File: config.mk
export PLATFORM = sky130hd
export DESIGN_NAME = selection_sort_engine
export DESIGN_NICKNAME = d
export VERILOG_FILES = /design/src/design/ssort_pkg.sv /design/src/design/ssort_ram.sv /design/src/design/ssort_seq.sv /design/src/design/ssort_out.sv /design/src/design/selection_sort_engine.sv
export SDC_FILE = /design/constraint.sdc
export NUM_CORES = 2
export LEC_CHECK = 0
export BUFFER_PORTS_ARGS = -buffer_cell sky130_fd_sc_hd__buf_2
export CORE_MARGIN = 10
export CORE_UTILIZATION = 50
export CTS_CLUSTER_DIAMETER = 40
export DETAILED_ROUTE_END_ITERATION = 10
export PLACE_DENSITY = 0.65
export SYNTH_ARGS = -nofsm -noshare
export SYNTH_HDL_FRONTEND = slang
export SYNTH_SLANG_ARGS = --single-unit
File: constraint.sdc
create_clock -name clock -period 5.75 [get_ports clock]
set_input_delay 0.8625 -clock clock [delete_from_list [all_inputs] [get_ports clock]]
set_output_delay 0.8625 -clock clock [all_outputs]
set_load 0.01 [all_outputs]
File: src/design/ssort_pkg.sv
// ============================================================================
// ssort_pkg: shared types and constants of the selection sort engine
// Holds the set depth, the derived index widths, the word formats of both
// channels and the command and hand-off formats used between the submodules.
// ============================================================================
package ssort_pkg;

   localparam int DEPTH  = 64;
   localparam int DATA_W = 32;
   localparam int IDX_W  = $clog2(DEPTH);
   localparam int CNT_W  = $clog2(DEPTH + 1);

   typedef struct packed {
      logic signed [DATA_W-1:0] value;
      logic                     last;
   } req_word_type;

   typedef struct packed {
      logic signed [DATA_W-1:0] sorted_value;
      logic                     sorted_last;
   } rsp_word_type;

   // One write and one read request to the element memory per cycle.
   typedef struct packed {
      logic              wr_en;
      logic [IDX_W-1:0]  wr_addr;
      logic [DATA_W-1:0] wr_data;
      logic              rd_en;
      logic [IDX_W-1:0]  rd_addr;
   } ram_cmd_type;

   // Sorted word offered by the sequencer to the output register.
   typedef struct packed {
      logic         valid;
      rsp_word_type word;
   } emit_type;

endpackage

File: src/design/ssort_ram.sv
// ============================================================================
// ssort_ram: generic single-port-write, single-port-read memory
// One write and one read per cycle; the read data is registered and holds
// its value in cycles without a read.
// ============================================================================
module ssort_ram #(
   parameter int WIDTH  = 32,
   parameter int WORDS  = 64,
   parameter int ADDR_W = $clog2(WORDS)
) (
   input  logic              clock,
   input  logic              wr_en,
   input  logic [ADDR_W-1:0] wr_addr,
   input  logic [WIDTH-1:0]  wr_data,
   input  logic              rd_en,
   input  logic [ADDR_W-1:0] rd_addr,
   output logic [WIDTH-1:0]  rd_data
);

   logic [WIDTH-1:0] mem_ff [WORDS];
   logic [WIDTH-1:0] rd_data_ff;

   always_ff @(posedge clock) begin
      if (wr_en) begin
         mem_ff[wr_addr] <= wr_data;
      end
   end

   always_ff @(posedge clock) begin
      if (rd_en) begin
         rd_data_ff <= mem_ff[rd_addr];
      end
   end

   assign rd_data = rd_data_ff;

endmodule

File: src/design/ssort_seq.sv
// ============================================================================
// ssort_seq: load, sort and readout sequencer
// Writes arriving words into the element memory, runs the selection sort
// passes through the memory's read port, and reads the sorted set back out.
// ============================================================================
module ssort_seq
   import ssort_pkg::*;
(
   input  logic              clock,
   input  logic              reset,
   input  logic              req_valid,
   input  req_word_type      req_word,
   output logic              req_stall,
   output ram_cmd_type       ram_cmd,
   input  logic [DATA_W-1:0] ram_rd_data,
   output emit_type          emit,
   input  logic              emit_ready
);

   typedef enum logic [2:0] {
      S_LOAD,
      S_OUTER,
      S_FIRST,
      S_SCAN,
      S_SWAP_A,
      S_SWAP_B,
      S_EMIT_RD,
      S_EMIT_LD
   } state_type;

   state_type                state_ff, state_in;
   logic [CNT_W-1:0]         count_ff, count_in;
   logic [IDX_W-1:0]         outer_ff, outer_in;
   logic [IDX_W-1:0]         cmp_ff, cmp_in;
   logic [IDX_W-1:0]         min_pos_ff, min_pos_in;
   logic [IDX_W-1:0]         emit_pos_ff, emit_pos_in;
   logic signed [DATA_W-1:0] min_val_ff, min_val_in;
   logic signed [DATA_W-1:0] outer_val_ff, outer_val_in;

   logic signed [DATA_W-1:0] rd_val;
   logic [CNT_W-1:0]         count_m1;
   logic [IDX_W-1:0]         last_idx;
   logic                     outer_more;
   logic                     is_less;

   assign rd_val     = $signed(ram_rd_data);
   assign count_m1   = count_ff - CNT_W'(1);
   assign last_idx   = count_m1[IDX_W-1:0];
   assign outer_more = (CNT_W'(outer_ff) + CNT_W'(1)) < count_ff;
   assign is_less    = rd_val < min_val_ff;
   assign req_stall  = (state_ff != S_LOAD);

   always_comb begin
      state_in     = state_ff;
      count_in     = count_ff;
      outer_in     = outer_ff;
      cmp_in       = cmp_ff;
      min_pos_in   = min_pos_ff;
      emit_pos_in  = emit_pos_ff;
      min_val_in   = min_val_ff;
      outer_val_in = outer_val_ff;
      ram_cmd      = '0;
      emit.valid             = 1'b0;
      emit.word.sorted_value = rd_val;
      emit.word.sorted_last  = (emit_pos_ff == last_idx);

      unique case (state_ff)
         S_LOAD: begin
            if (req_valid) begin
               // Words beyond the store depth are dropped.
               if (count_ff < CNT_W'(DEPTH)) begin
                  ram_cmd.wr_en   = 1'b1;
                  ram_cmd.wr_addr = count_ff[IDX_W-1:0];
                  ram_cmd.wr_data = req_word.value;
                  count_in        = count_ff + CNT_W'(1);
               end
               if (req_word.last) begin
                  outer_in = '0;
                  state_in = S_OUTER;
               end
            end
         end
         S_OUTER: begin
            if (outer_more) begin
               ram_cmd.rd_en   = 1'b1;
               ram_cmd.rd_addr = outer_ff;
               state_in        = S_FIRST;
            end else begin
               outer_in    = '0;
               cmp_in      = '0;
               min_pos_in  = '0;
               emit_pos_in = '0;
               state_in    = S_EMIT_RD;
            end
         end
         S_FIRST: begin
            min_val_in      = rd_val;
            outer_val_in    = rd_val;
            min_pos_in      = outer_ff;
            cmp_in          = outer_ff + IDX_W'(1);
            ram_cmd.rd_en   = 1'b1;
            ram_cmd.rd_addr = outer_ff + IDX_W'(1);
            state_in        = S_SCAN;
         end
         S_SCAN: begin
            // Strict compare keeps the earliest of equal minima.
            if (is_less) begin
               min_val_in = rd_val;
               min_pos_in = cmp_ff;
            end
            if (cmp_ff == last_idx) begin
               state_in = S_SWAP_A;
            end else begin
               cmp_in          = cmp_ff + IDX_W'(1);
               ram_cmd.rd_en   = 1'b1;
               ram_cmd.rd_addr = cmp_ff + IDX_W'(1);
            end
         end
         S_SWAP_A: begin
            ram_cmd.wr_en   = 1'b1;
            ram_cmd.wr_addr = min_pos_ff;
            ram_cmd.wr_data = outer_val_ff;
            state_in        = S_SWAP_B;
         end
         S_SWAP_B: begin
            ram_cmd.wr_en   = 1'b1;
            ram_cmd.wr_addr = outer_ff;
            ram_cmd.wr_data = min_val_ff;
            outer_in        = outer_ff + IDX_W'(1);
            state_in        = S_OUTER;
         end
         S_EMIT_RD: begin
            ram_cmd.rd_en   = 1'b1;
            ram_cmd.rd_addr = emit_pos_ff;
            state_in        = S_EMIT_LD;
         end
         S_EMIT_LD: begin
            emit.valid = 1'b1;
            if (emit_ready) begin
               if (emit_pos_ff == last_idx) begin
                  count_in = '0;
                  state_in = S_LOAD;
               end else begin
                  emit_pos_in = emit_pos_ff + IDX_W'(1);
                  state_in    = S_EMIT_RD;
               end
            end
         end
      endcase
   end

   always_ff @(posedge clock) begin
      if (reset) begin
         state_ff    <= S_LOAD;
         count_ff    <= '0;
         outer_ff    <= '0;
         cmp_ff      <= '0;
         min_pos_ff  <= '0;
         emit_pos_ff <= '0;
      end else begin
         state_ff    <= state_in;
         count_ff    <= count_in;
         outer_ff    <= outer_in;
         cmp_ff      <= cmp_in;
         min_pos_ff  <= min_pos_in;
         emit_pos_ff <= emit_pos_in;
      end
   end

   always_ff @(posedge clock) begin
      min_val_ff   <= min_val_in;
      outer_val_ff <= outer_val_in;
   end

endmodule

File: src/design/ssort_out.sv
// ============================================================================
// ssort_out: result output register
// Holds one sorted word for the receiver and frees itself when the word is
// taken, so a new word can be loaded in the same cycle.
// ============================================================================
module ssort_out
   import ssort_pkg::*;
(
   input  logic         clock,
   input  logic         reset,
   input  emit_type     emit,
   output logic         emit_ready,
   output logic         rsp_valid,
   input  logic         rsp_stall,
   output rsp_word_type rsp_word
);

   logic         valid_ff;
   rsp_word_type word_ff;

   assign emit_ready = !valid_ff || !rsp_stall;

   always_ff @(posedge clock) begin
      if (reset) begin
         valid_ff <= 1'b0;
      end else if (emit_ready) begin
         valid_ff <= emit.valid;
      end
   end

   always_ff @(posedge clock) begin
      if (emit.valid && emit_ready) begin
         word_ff <= emit.word;
      end
   end

   assign rsp_valid = valid_ff;
   assign rsp_word  = word_ff;

endmodule

File: src/design/selection_sort_engine.sv
// ============================================================================
// selection_sort_engine: ascending sort of a set of signed 32-bit words
// The req channel delivers one word per element; the word with last set
// closes the set. Up to DEPTH elements are kept, further ones are dropped.
// Once the set is closed the block stalls req, sorts the stored elements in
// place by selection sort and returns them on the rsp channel in ascending
// order, with sorted_last on the greatest one. Of equal values, each pass
// picks as the minimum the one at the lowest memory position.
// Loading accepts one word per cycle. For each position the sort reads the
// position's own word, compares every remaining element through the single
// memory read port, and then writes the two words of the swap. Readout reads
// each word from the memory, then loads it into the output register, and
// starts on the next word only after that load.
// While rsp is stalled the output register holds its word and readout
// pauses; req stays stalled until the last sorted word has been loaded,
// after which a new set may start arriving even while that word waits.
// Reset is synchronous: the set is emptied, the sequencer returns to loading
// and rsp_valid drops. The element memory is not cleared.
// ============================================================================
module selection_sort_engine
   import ssort_pkg::*;
(
   input  logic         clock,
   input  logic         reset,
   input  logic         req_valid,
   output logic         req_stall,
   input  req_word_type req_word,
   output logic         rsp_valid,
   input  logic         rsp_stall,
   output rsp_word_type rsp_word
);

   ram_cmd_type       ram_cmd;
   logic [DATA_W-1:0] ram_rd_data;
   emit_type          emit;
   logic              emit_ready;

   // The sequencer owns all control: it writes incoming words, runs the
   // compare passes and the swaps, and feeds the readout.
   ssort_seq u_seq (
      .clock       (clock),
      .reset       (reset),
      .req_valid   (req_valid),
      .req_word    (req_word),
      .req_stall   (req_stall),
      .ram_cmd     (ram_cmd),
      .ram_rd_data (ram_rd_data),
      .emit        (emit),
      .emit_ready  (emit_ready)
   );

   // Element store: one write and one registered read per cycle.
   ssort_ram #(
      .WIDTH  (DATA_W),
      .WORDS  (DEPTH),
      .ADDR_W (IDX_W)
   ) u_ram (
      .clock   (clock),
      .wr_en   (ram_cmd.wr_en),
      .wr_addr (ram_cmd.wr_addr),
      .wr_data (ram_cmd.wr_data),
      .rd_en   (ram_cmd.rd_en),
      .rd_addr (ram_cmd.rd_addr),
      .rd_data (ram_rd_data)
   );

   // Output register separates the receiver's stall from the sequencer.
   ssort_out u_out (
      .clock      (clock),
      .reset      (reset),
      .emit       (emit),
      .emit_ready (emit_ready),
      .rsp_valid  (rsp_valid),
      .rsp_stall  (rsp_stall),
      .rsp_word   (rsp_word)
   );

endmodule

# ---- Word level (Yosys, flattened, before mapping)
# Memory sizes are Yosys's and may differ from the RTL's. A register that Yosys moved wholly into a read port is not among the register bits.
# Cells that the tools add are included.
# W data, S select, Z words.
dict set report word_totals {
  reg_bits 132
  latchBits 0
  mem_bits_rw 2048
  romBits 0
  in_bits 37
  out_inout_bits 35
  wordCells 92
  memories 1
}
# memory words word_bits rd rd_clocked_by_memory_dff write_ports line
set mem_list {}
lappend mem_list {u_ram.mem_ff 64 32 1 1 1 ssort_ram.sv:20} ;# logic [WIDTH-1:0] mem_ff [WORDS];
dict set report op_classes {
  addsub 6
  mul 0
  div 0
  n_lt_le_gt_ge 3
  n_eq_ne 19
  shift 0
  muxes 34
  bitwise 0
  n_reduce_logical 18
}
# cell n
set op_table {}
lappend op_table {{$pmux W39 S3} 1}
lappend op_table {{$mux W39} 2}
lappend op_table {{$pmux W32 S2} 1}
lappend op_table {{$pmux W6 S3} 3}
lappend op_table {{$mux W6} 7}
lappend op_table {{$mux W7} 6}
lappend op_table {{$lt A32 B32 Y1} 1}
lappend op_table {{$mux W32} 1}
lappend op_table {{$pmux W7 S4} 1}
lappend op_table {{$pmux W3 S8} 1}
lappend op_table {{$add A6 B1 Y6 const B} 3}
lappend op_table {{$mux W3} 6}
lappend op_table {{$pmux W7 S2} 1}
lappend op_table {{$eq A3 B3 Y1 const B} 4}
lappend op_table {{$eq A6 B6 Y1} 2}
lappend op_table {{$pmux W6 S2} 1}
lappend op_table {{$reduce_and A4 Y1} 3}
lappend op_table {{$ne A2 B1 Y1 const B} 5}
lappend op_table {{$ne A2 B2 Y1 const B} 5}
lappend op_table {{$reduce_bool A3 Y1} 3}
lappend op_table {{$add A6 B1 Y7 const B} 1}
lappend op_table {{$add A7 B1 Y7 const B} 1}
lappend op_table {{$lt A7 B7 Y1} 1}
lappend op_table {{$lt A7 B7 Y1 const B} 1}
lappend op_table {{12 further kinds} 19}

# ---- Logic depth before layout (Yosys ltp)
dict set report depth {
  ltp_word 6
  depth_mapped 20
  depth_no_buf 15
}

# ---- By module
# A second synthesis with hierarchy kept.
dict set report hier_totals {
  hier_cells 3982
  hier_area_um2 85993.7
}
# mod n_inst cells_per_inst area_per_inst_um2 seq_area_each_um2
set by_module_without_submodules {}
lappend by_module_without_submodules {ssort_ram 1 3324 78835.6 62459.9}
lappend by_module_without_submodules {ssort_seq 1 620 6128.4 2602.5}
lappend by_module_without_submodules {ssort_out 1 38 1029.7 1011.0}

# ---- Worst setup path after synthesis
# No wires, ideal clock.
dict set report synth_path {
  path_type {register to register}
  start {reg u_ram.rd_data_ff[17], in the netlist u_ram.rd_data[17] (read register of u_ram.mem_ff)}
  end {reg u_seq.min_val_ff[0] (enable)}
  setup_ps 466
  t_arrival_ps 4306
  required_time_ps 5284
  setup_slack_ps 978
  stages_incl_launch_ff 11
  path_buffers 0
  synth_period_minus_slack_ps 4772
  path_cell_list {edfxtp_1 > ha_1 > a21o_1 > a21o_1 > a21o_1 > a21o_1 > a221oi_1 > o22ai_1 > a211oi_1 > a21oi_1 > o21ai_0}
}
dict set report synth_between {
  elab_chain_len 3
}
# element line
set synth_lines {}
lappend synth_lines {{start, declared} ssort_ram.sv:21} ;# logic [WIDTH-1:0] rd_data_ff;
lappend synth_lines {{$lt A32 B32 Y1} ssort_seq.sv:50} ;# assign is_less = rd_val < min_val_ff;
lappend synth_lines {{$ne A2 B1 Y1 (no line)} --}
lappend synth_lines {{$reduce_and A2 Y1 (no line)} --}
lappend synth_lines {{end signal, assigned} ssort_seq.sv:171} ;# min_val_ff <= min_val_in;
lappend synth_lines {{end, declared} ssort_seq.sv:37} ;# logic signed [DATA_W-1:0] min_val_ff, min_val_in;
# No other way between the ends.
# A chain may end at the register's enable or synchronous reset.

# ---- Final worst setup path
dict set report layout_path {
  start {reg u_seq.outer_ff[0]}
  end {reg u_ram.rd_data_ff[15], in the netlist u_ram.rd_data[15] (read register of u_ram.mem_ff), data pin}
}
dict set report layout_between {
  elab_chain_len 4
  elab_cells_between_ends 5
  cone_classes {2 x add/sub; 1 x order compare; 2 x mux}
}
# element line
set layout_lines {}
lappend layout_lines {{start, declared} ssort_seq.sv:33} ;# logic [IDX_W-1:0] outer_ff, outer_in;
lappend layout_lines {{start signal, assigned} ssort_seq.sv:163} ;# outer_ff <= outer_in;
lappend layout_lines {{$add A6 B1 Y7} ssort_seq.sv:49} ;# assign outer_more = (CNT_W'(outer_ff) + CNT_W'(1)) < count_ff;
lappend layout_lines {{$lt A7 B7 Y1} ssort_seq.sv:49}
lappend layout_lines {{$mux W7} ssort_seq.sv:84} ;# if (outer_more) begin
lappend layout_lines {{$pmux W7 S4 *} ssort_seq.sv:67} ;# unique case (state_ff)
# Every way passes the cells marked *; elsewhere a longest branch is shown, timed or not.

==> results.md <==
- CP Max Fanout: 32
- Period utilization: between 90% and 100%
- WHS Endpoint: u_out.rsp_valid$_SDFFE_PP0P_
- Synthesized flop and latch total: ~2200
- Total GRT Usage: a little over a quarter
- Yosys warning count: 0
- Largest family of logic cells by synthesized area: simple AND/OR/NAND/NOR gates
- Syn Nets: slightly above 6000
- Slew @ Worst Pin: about 1.3 ns
- Final worst setup slack: just under 0.1 ns
- Most common cell in the synthesized netlist: edfxtp_1
- Layout filler cell count: 13200
- Min-Delay Path Class: primary input to flop
- Die Span Y: 440 µm
- Comb pwr share: between 20% and 30%
- Boundary pin count: slightly above 70
- Nets@finish: 6389
- R2R depth: 17
- Final Hold Vio Count: 0
- Avg Cell Area, Syn: between 10 and 15 µm²
- Post-synthesis mux area share: 2.97%
- Slew Limit Fails: 0
- Clock power share: 35.2%
- Int Pwr: roughly 34000 µW
- Row count: 154
- Hold path cells: 3
- Largest net degree at the start of global routing: 136
- Hold_ws: 0.264 ns
- Clock latency on the worst-skew pair: 0.93 ns
- Count of final setup violators: 0
- P_leak: about 0.036 µW
- Remaining antenna violation count: 0
- Status: complete, no violations
- Max-cap violation count: 0
- Number of setup buffers added after CTS: 0
- R2R setup slack: approximately 0.1 ns
- Critical path, cell by cell: ha_1, nand3_1, xnor2_1, ha_1, a21oi_1, o2111ai_1, a31oi_4, a21oi_4, buf_4, nand2_8, buf_12, buf_12, a211oi_1, a211oi_1, or4_1, nor4_1, nand4_1
- Met1 usage: between 30 and 40%
- RD Place Congestion: roughly 0.9
- Relative slew slack: between 10% and 20%
- WS Path Type: flop to flop
- Overall routed net length: between 200 and 300 mm
- Synth cell types: a little under 70
- DR WL/cell: between 20 and 30 µm
- Post-synth EDFFs: around 2200
- Main flop type after synthesis: edfxtp_1
- Number of global-route vias before repair: 53200
- Crit-path max cell delay: 0.59 ns
- Num CTS Buffers: approximately 280
- Synth Area in Simple Gates: a little over a tenth
- Critical path endpoint category: flop
- Placed instance area: 93500 µm²
- Fin area: approximately 100000 µm²
- Tmin final: around 5.7 ns
- Crit-path leading delay family: simple AND/OR/NAND/NOR gates
- Initial core utilization: between 50% and 60%
- Die ar.: ~190000 µm²
- Post-detail-place hpwl: between 100 and 150 mm
- Fin cells: 8853
- Via density: roughly 6.4
- Pre-CTS setup slack: about 0.047 ns
- Reg-to-Reg End: u_ram.rd_data[15]$_DFFE_PP_
- Critical R2R Launch: u_seq.outer_ff[0]$_SDFFE_PP0P_
- Synth Area in XOR/XNOR: less than 1%
- Initial DRC count: 8567
- Post-Synth Adder-Cell Area: less than 1%
- Root Buffer: clkbuf_16
- CP startpoint kind: flop
- Placed insts: about 8400
- Area share of the largest cell type after synthesis: 74.0%
- GR Layer Usage met2: 39.7%
- Die width: 440 µm
- Synth top area cells: edfxtp_1, nand2_1, a211oi_1
- Syn Std Cell Area: between 80000 and 90000 µm²
- VDD IR max: between 0.3 and 0.4 mV
- Grt peak-use layer: met2
- Synth top cells by count: edfxtp_1, nand2_1, a211oi_1, and3_1, mux2i_1
- H-tree depth: 5
- CP Depth: 17
- Layout cells sized above 1: a little over an eighth
- Clock Skew: between 0.04 and 0.05 ns
- Mapped Cells: just over 6000
- Initial antenna violation count: 10
- CTS tree: done
- Length of the first detailed-routing pass in iterations: 7
- Flop pwr share: around two fifths
- Clock sink count: roughly 2200
- Async S/R FF share, synth: 0%
- Post-synthesis compound-gate area fraction: around 8.5%
- Residual DRC: 0
- Max Freq: between 0.15 and 0.2 GHz
- Switching Share: a little under a third
- Hold Buf Count CTS: 0
- Global-route wire length before repair: 375 mm
- Clock Path Buffers: 4
- Port Buffers: slightly above 70
- PD cells: between 400 and 500 nW/µm²
- Cell taking the most area after synthesis: edfxtp_1
- CP Data Arrival Time: around 6.3 ns
- Core footprint: 176000 µm²
- Met3 Usage GRT: approximately 6.6%
- Grt ovf: 0
- Critical path buffers and inverters: 3
- Switching power: 15100 µW
- Beginning of the worst hold path: rsp_stall
- Synthesis-to-finish area growth: 16.2%
- Worst path slowest cell: dfxtp_1
- CP required: 6.36 ns
- Number of vias in the routed layout: ~56000
- Clock Pin Slew Worst Setup and Hold Paths: roughly 0.06 ns
- Sequential share of the synthesized area: 74.8%
==> power by group through the flow <==
stage	clock (µW)	sequential, µW	combinational (µW)
6_report	17300	20500	11300
5_1_grt	18100	20600	12100
4_1_cts	17400	20500	11100
3_5_place_dp	0	20800	11100
3_3_place_gp	0	20800	10900
2_1_floorplan	0	20400	6980
==> cell families (layout without fill, tap and decap cells) <==
kind of cell	count (synthesis)	in the layout
buffers and inverters	507	906
and+or+nand+nor	2003	2004
AOI/OAI and AO/OA	1048	1048
muxes	262	262
DFF	2212	2212
adders and majority gates	42	42
xor gates and xnor gates	29	29
other	0	10
==> through the flow <==
stage / utilization, % / power (µW) / setup TNS (ns)
6_report: 58.4 / 49100 / 0
5_1_grt: 58.4 / 50800 / -0.00568
4_1_cts: 58.3 / 49100 / 0
3_5_place_dp: 53.2 / 31900 / 0
3_3_place_gp: 53.2 / 31700 / -0.543
2_1_floorplan: - / 27400 / 0
==> how the worst max path moves through the flow <==
stage,startpoint,to
final,u_seq.outer_ff[0]$_SDFFE_PP0P_,u_ram.rd_data[15]$_DFFE_PP_
after global routing,u_seq.outer_ff[0]$_SDFFE_PP0P_,u_ram.rd_data[15]$_DFFE_PP_
after CTS,u_seq.outer_ff[0]$_SDFFE_PP0P_,u_ram.rd_data[4]$_DFFE_PP_
after detailed placement,u_seq.outer_ff[0]$_SDFFE_PP0P_,u_ram.rd_data[4]$_DFFE_PP_
after global placement,u_seq.outer_ff[0]$_SDFFE_PP0P_,u_ram.rd_data[10]$_DFFE_PP_
after floorplan,u_ram.rd_data[17]$_DFFE_PP_,u_seq.min_val_ff[0]$_DFFE_PP_
==> placed cells by master, fill, tap and decap left out, types with 11 or more instances in the layout <==
| master | instances |
|---|---|
| inv_1 | 52 |
| nor2_4 | 64 |
| a31oi_1 | 190 |
| a211oi_1 | 478 |
| nor2b_1 | 11 |
| nand4_1 | 49 |
| o21ai_0 | 20 |
| clkbuf_16 | 291 |
| buf_4 | 190 |
| buf_12 | 83 |
| a22oi_1 | 31 |
| a222oi_1 | 37 |
| edfxtp_1 | 2177 |
| clkbuf_1 | 31 |
| dfxtp_1 | 35 |
| clkinvlp_4 | 25 |
| nor2_1 | 63 |
| nand3_1 | 258 |
| xor2_1 | 13 |
| nor4_1 | 24 |
| a21oi_1 | 122 |
| clkinv_1 | 30 |
| clkinv_4 | 22 |
| buf_2 | 73 |
| mux2i_1 | 262 |
| and3_1 | 403 |
| nor3_1 | 11 |
| inv_6 | 24 |
| xnor2_1 | 14 |
| o22ai_1 | 27 |
| bufinv_16 | 28 |
| a21o_1 | 20 |
| a2111oi_0 | 28 |
| ha_1 | 42 |
| nand2_1 | 1076 |
| inv_2 | 27 |
| clkinv_2 | 24 |
==> sequential cells by signal (all words and copies together) (netlist names), 6 cells and up <==
name and flops:
u_ram.rd_data 32, u_ram.mem_ff 2048, u_out.rsp_word 33, u_seq.outer_ff 6, u_seq.emit_pos_ff 6, u_seq.min_pos_ff 6, u_seq.min_val_ff 32, u_seq.outer_val_ff 32
u_seq.count_ff 7, u_seq.cmp_ff 6
==> tightest hold or removal path, cell delays in order <==
cell     delay, ns
buf_2         0.12
nand2_1       0.08
a21oi_1       0.06
==> metal layers <==
layer / vias up / part of all wire (%)
met3: 539 / 12
met2: 3349 / 45
met4: 6 / 3.6
li1: 24000 / -
met5: - / 0.014
met1: 28300 / 39
==> final cells by class <==
class | instances | area [µm²] | share of cell area, %
diodes | 10 | 25.0 | 0.0244
clock buffers | 322 | 7400 | 7.20
clock inverters | 155 | 1720 | 1.67
inverters | 83 | 312 | 0.303
multi-input cells | 3385 | 20800 | 20.2
flip-flops and latches | 2212 | 66100 | 64.3
well taps | 2340 | 2930 | 2.85
repair buffers | 346 | 3450 | 3.36
==> repair_timing <==
| action | CTS | global route |
|---|---|---|
| setup endpoints to repair | 1 | 5 |
| cloned | 0 | 1 |
| resized for setup | 1 | 5 |
Power figures use the tool's default switching activity.
